===== src/rtl/core/sgcs_pkg.sv =====
// ----------------------------------------------------------------------------
// sgcs_pkg
// Shared types and constants for the sphere gravity contact step.
// ----------------------------------------------------------------------------
package sgcs_pkg;

  localparam logic [30:0] GravityReset = 31'd642908;

  localparam int QDepth = 4;
  localparam int QAw    = $clog2(QDepth);

  // Square-root pipeline: one result bit per stage, radicand below 2^64.
  localparam int SqrtBits = 32;

  typedef enum logic [1:0] {
    OUT_TOUCH   = 2'd0,
    OUT_FREE    = 2'd1,
    OUT_CONTACT = 2'd2
  } outcome_e;

  // Item handed from the classifier to the resolver.
  typedef struct packed {
    logic        touch;
    logic        hit;
    logic [31:0] mx;
    logic [31:0] mz;
    logic [31:0] nvy;
    logic [31:0] my_free;
    logic [32:0] u;        // -(sy - oy)
    logic [63:0] disc;     // R*R - h2, zero when negative
  } front_t;

  function automatic logic [31:0] sat32(input logic signed [65:0] x);
    logic [31:0] r;
    if (x > 66'sd2147483647) r = 32'h7fffffff;
    else if (x < -66'sd2147483648) r = 32'h80000000;
    else r = x[31:0];
    return r;
  endfunction

endpackage


===== src/rtl/core/sgcs_queue.sv =====
// ----------------------------------------------------------------------------
// sgcs_queue
// Short queue between classifier and resolver.
// ----------------------------------------------------------------------------
module sgcs_queue import sgcs_pkg::*; (
  input  logic   clk_i,
  input  logic   rst_ni,
  input  logic   push_i,
  input  front_t data_i,
  input  logic   pop_i,
  output logic   empty_o,
  output logic   full_o,
  output front_t data_o
);

  front_t mem_q [QDepth];
  logic [QAw-1:0] wp_q, rp_q;
  logic [QAw:0]   cnt_q;

  assign empty_o = cnt_q == '0;
  assign full_o  = cnt_q == (QAw+1)'(QDepth);
  assign data_o  = mem_q[rp_q];

  always_ff @(posedge clk_i or negedge rst_ni) begin
    if (!rst_ni) begin
      wp_q <= '0; rp_q <= '0; cnt_q <= '0;
    end else begin
      if (push_i) wp_q <= wp_q + 1'b1;
      if (pop_i)  rp_q <= rp_q + 1'b1;
      cnt_q <= cnt_q + (QAw+1)'(push_i) - (QAw+1)'(pop_i);
    end
  end

  always_ff @(posedge clk_i) if (push_i) mem_q[wp_q] <= data_i;

  assert property (@(posedge clk_i) disable iff (!rst_ni) full_o |-> !push_i || pop_i)
    else $error("queue overflow");
  assert property (@(posedge clk_i) disable iff (!rst_ni) empty_o |-> !pop_i)
    else $error("queue underflow");
  assert property (@(posedge clk_i) disable iff (!rst_ni)
    push_i && !pop_i |=> !empty_o) else $error("push lost");

endmodule


===== config.mk =====
export PLATFORM = sky130hd
export DESIGN_NAME = sgcs_queue
export DESIGN_NICKNAME = d
export VERILOG_FILES = /design/src/rtl/core/sgcs_pkg.sv /design/src/rtl/core/sgcs_queue.sv
export SDC_FILE = /design/constraint.sdc
export NUM_CORES = 1
export LEC_CHECK = 0
export BUFFER_PORTS_ARGS = -buffer_cell sky130_fd_sc_hd__buf_2
export CAP_MARGIN = 30
export CORE_MARGIN = 1
export CORE_UTILIZATION = 57
export DETAILED_ROUTE_END_ITERATION = 8
export GPL_ROUTABILITY_DRIVEN = 0
export PLACE_DENSITY = 0.89
export REMOVE_ABC_BUFFERS = 1
export SLEW_MARGIN = 40
export SYNTH_ARGS = -nofsm -noshare
export SYNTH_HDL_FRONTEND = slang
export SYNTH_SLANG_ARGS = --single-unit

===== constraint.sdc =====
create_clock -name clk_i -period 8.2 [get_ports clk_i]
set_clock_uncertainty 0.15 [all_clocks]
set_input_delay 0.41 -clock clk_i [delete_from_list [all_inputs] [get_ports clk_i]]
set_output_delay 0.41 -clock clk_i [all_outputs]
set_load 0.05 [all_outputs]

# Word level (Yosys, flattened, before mapping)
# Memory sizes are Yosys's and may differ from the RTL's.
# Index checks and enable logic that the tools add are counted.
# W data, S select, Z words.
dict set report word_totals {
  latchBits 0
  in_bits 231
  mem_bits_ro 0
  wordCells 12
  mem_count 1
  ram_bits 908
  regBits 7
}
# memory depth width rd rd_ports_with_merged_regs wr line_no
set memory_table {}
lappend memory_table {mem_q 4 227 1 0 1 sgcs_queue.sv:16} ;# front_t mem_q [QDepth];
dict set report op_classes {
  n_div 0
  add_sub_neg 4
  n_mux 2
  reduce_logical 1
  order_cmp 0
  shifts 0
  bitwise 0
  mul 0
  n_eq_ne 1
}
# op count
set ops {}
lappend ops {{$add A2 B1 Y2 const B} 2}
lappend ops {{$add A3 B1 Y3} 1}
lappend ops {{$eq A3 B3 Y1 const B} 1}
lappend ops {{$logic_not A3 Y1} 1}
lappend ops {{$sub A3 B1 Y3} 1}
lappend ops {{$mux W1} 2}

# Logic depth before layout (Yosys ltp)
dict set report logic_depth {
  word_depth 2
  depth_mapped 7
}

# Least setup slack after synthesis
# OpenSTA, ideal clock, no wires.
dict set report synth_path {
  path_kind {register -> register}
  from {register wp_q[0]}
  to {memory mem_q[0][0] (netlist bit), enable pin}
  required_ps 7435
  path_stages_with_launch 4
  synth_period_minus_slack_ps 6539
  n_path_buf 0
  setup_time_ps 615
  setup_slack_ps 1661
  t_arrival_ps 5774
  cell_sequence {dfrtp_1 inv_1 ha_1 and2_1}
}
# element line_no
set synth_rtl {}
lappend synth_rtl {{start: declaration} sgcs_queue.sv:17} ;# logic [QAw-1:0] wp_q, rp_q;
lappend synth_rtl {{start signal: assignment} sgcs_queue.sv:28} ;# if (push_i) wp_q <= wp_q + 1'b1;
lappend synth_rtl {{end: declaration} sgcs_queue.sv:16}
# No word-level cell before the write port.

==> flow_summary_export.csv <==
group,metric,value,unit
sta,whs,0.0887,ns
route,avgRoutedWirePerCell,27.9,um
worst_setup_path,cpLargestDelayFamily,"buffers and inverters",
cells_and_area,drive_gt1_frac,0.417,
sta,rsz0062_at_grt,"false",
synth,seq_area_frac_synth,0.822,
worst_setup_path,ff2ff_path_depth,4,
worst_setup_path,critPathCaptureType,"primary output",
power_and_ir_drop,power.density,411,nW/um^2
global_routing,track_usage,0.265,
clock_network,clk_latency,0.63,ns
sta,fin_crit_sh,0.459,
worst_setup_path,path_cells,"buf_12, buf_16, mux4_2, buf_2",
power_and_ir_drop,p_leak,14.4,nW
cells_and_area,syn_to_final_growth,24.8,%
synth,syn_area_per_cell,27.4,sq um
worst_setup_path,cpMaxStageDelayCell,"dfrtp_4",
route,routed_via_density,5.88,
sta,hold_viol,0,
cells_and_area,fill_cells,3094,
die,die_area,59500,sq um
cells_and_area,finalNetCount,2207,
synth,yosys.cell_types.count,18,
die,core,57800,sq um
clock_network,clk_path_buf_depth,3,
global_routing,grt_max_degree,128,
synth,synthFlopType,"edfxtp_1",
sta,max_freq,265,MHz
clock_network,cts_max_level,3,
synth,yosys_warnings,0,
worst_setup_path,arrival,3.21,ns
synth,synth.most_common_cell,"edfxtp_1",
sta,fin_setup_tns,0,ns
sta,finalSetupViolCount,0,
run,drv_cap,0,
clock_network,clkSlewWorstSetupHoldPaths,0.06,ns
synth,synth.top_cells.by_area,"edfxtp_1, mux4_2, buf_12, dfrtp_1, buf_2",
worst_setup_path,r2r_end,"mem_q[0][180]",
power_and_ir_drop,ir_worst_vdd,0.461,mV
synth,synthArstFlopShare,0.00765,
worst_setup_path,crit_path_start_kind,"flip-flop",
clock_network,cts-resized-gates,0,
place,dpl.hpwl,41.3,mm
die,die_x,244,um
synth,synth_top_area_cell,"edfxtp_1",
sta,tightest_slew,0.881,ns
clock_network,numCtsBuffers,89,
synth,synth_common_cells,"edfxtp_1, mux4_2, buf_2",
route,firstDrtPassIters,5,
die,boundaryPins,460,
die,die_y,244,um
worst_setup_path,crit_type,"reg -> out",
place,port_buffers,459,
die,start_util,0.577,
die,rows,88,
sta,relSlewSlack,0.413,
worst_setup_path,r2r-start,"wp_q[0]",
clock_network,post-cts-setup-buffers,0,
synth,synth_cells,1220,
synth,netlist.area_leader.share,0.817,
global_routing,grt-ovfl-total,0,
sta,drv_slew,0,
synth,ys_seq_elements,915,
synth,synth_area,33400,sq um
worst_setup_path,crit_buf_inv,3,
clock_network,clock_sinks,915,
route,drcViolationCount,0,
global_routing,antenna_found_initial,7,
global_routing,grt_pass1_vias,17888,
clock_network,clockRootBuffer,"clkbuf_16",
worst_setup_path,crit_fanout,63,
status,status,"finished clean",
route,routed_wl,78.4,mm
route,vias,16524,
hold_path,min_path_type,"in -> async",
sta,fin_ws,4.43,ns
synth,synth-edff-count,908,
global_routing,grt_pass1_wl,114,mm
clock_network,cts_tree,"yes",
worst_setup_path,critPathRequiredTime,7.64,ns
worst_setup_path,r2r_slack,5.55,ns
worst_setup_path,max_stage_delay,0.78,ns
route,drtAntennaViolNets,0,
place,post-place-ws,5.03,ns
sta,finalCriticalPeriod,3.77,ns
route,drtIter0Drc,1321,
area by class of cell:
cell class,instances,area [sq um],area share
flip-flops and latches,915,27400,0.659
diodes,4,10.0,0.000240
inverters,6,22.5,0.000541
repair buffers,709,4930,0.119
clock buffers,102,2300,0.0552
well taps,765,957,0.0230
multi-input cells,248,5310,0.128
clock inverters,59,658,0.0158
where the power goes:
part	total, mW	leakage [nW]	switching (mW)	internal, mW
Combinational	6.50	4.50	4.61	1.89
Sequential	6.45	8.42	0.331	6.12
Clock	4.14	1.44	1.77	2.38
Total	17.1	14.4	6.70	10.4
through the flow:
stage	total power, mW	utilization	std cells	instance area (sq um)
3_3_place_gp	12.6	0.626	2407	36200
3_5_place_dp	12.8	0.629	2413	36400
4_1_cts	17.1	0.720	2804	41600
2_1_floorplan	11.8	-	1169	32800
5_1_grt	17.6	0.720	2808	41600
6_report	17.1	0.720	2808	41600
cells in the final DEF (no fill, tap or decap), types with 7 or more instances in the layout:
| cell | count |
|---|---|
| clkinv_1 | 11 |
| buf_2 | 459 |
| buf_6 | 8 |
| clkinv_2 | 17 |
| clkbuf_16 | 90 |
| mux4_2 | 227 |
| edfxtp_1 | 908 |
| dlygate4sd3_1 | 230 |
| clkbuf_1 | 12 |
| bufinv_16 | 11 |
| clkinv_4 | 7 |
layer usage:
layer	share of wire	wire length, um	track usage	vias up
met5	0.00052	41	0	-
met4	0.040	3100	0.109	6
met3	0.081	6340	0.0612	176
met2	0.54	42000	0.465	969
met1	0.34	26800	0.318	8550
li1	-	-	-	6823
what timing repair did:
item | in CTS | in global routing
endpoints found under the hold margin | 919 | 0
hold buffers | 230 | 0
setup endpoints to repair | 0 | 0
flip-flops by register name (all words and copies together) (netlist names):
register,cells
mem_q,908
cnt_q,3
wp_q,2
rp_q,2
worst max-delay path by stage:
stage | cells after the start | slack [ns] | to | start
final | 4 | 4.43 | data_o[29] | rp_q[0]
after floorplan | 1 | -2.12 | data_o[0] | rp_q[0]
after CTS | 4 | 4.33 | data_o[27] | rp_q[0]
after detailed placement | 4 | 5.03 | data_o[164] | rp_q[0]
after global placement | 3 | 5.09 | data_o[39] | rp_q[0]
after global routing | 4 | 4.20 | data_o[164] | rp_q[0]
cells by family after synthesis:
logic type,Yosys count,share of synthesized area
and+or+nand+nor,8,0.00131
muxes,227,0.153
adders and majority gates,7,0.00285
buffers and inverters,57,0.0188
xor gates and xnor gates,5,0.00131
DFF,915,0.822
AOI/OAI and AO/OA,1,0.000150
No activity file was read; power rests on OpenSTA's default activity.
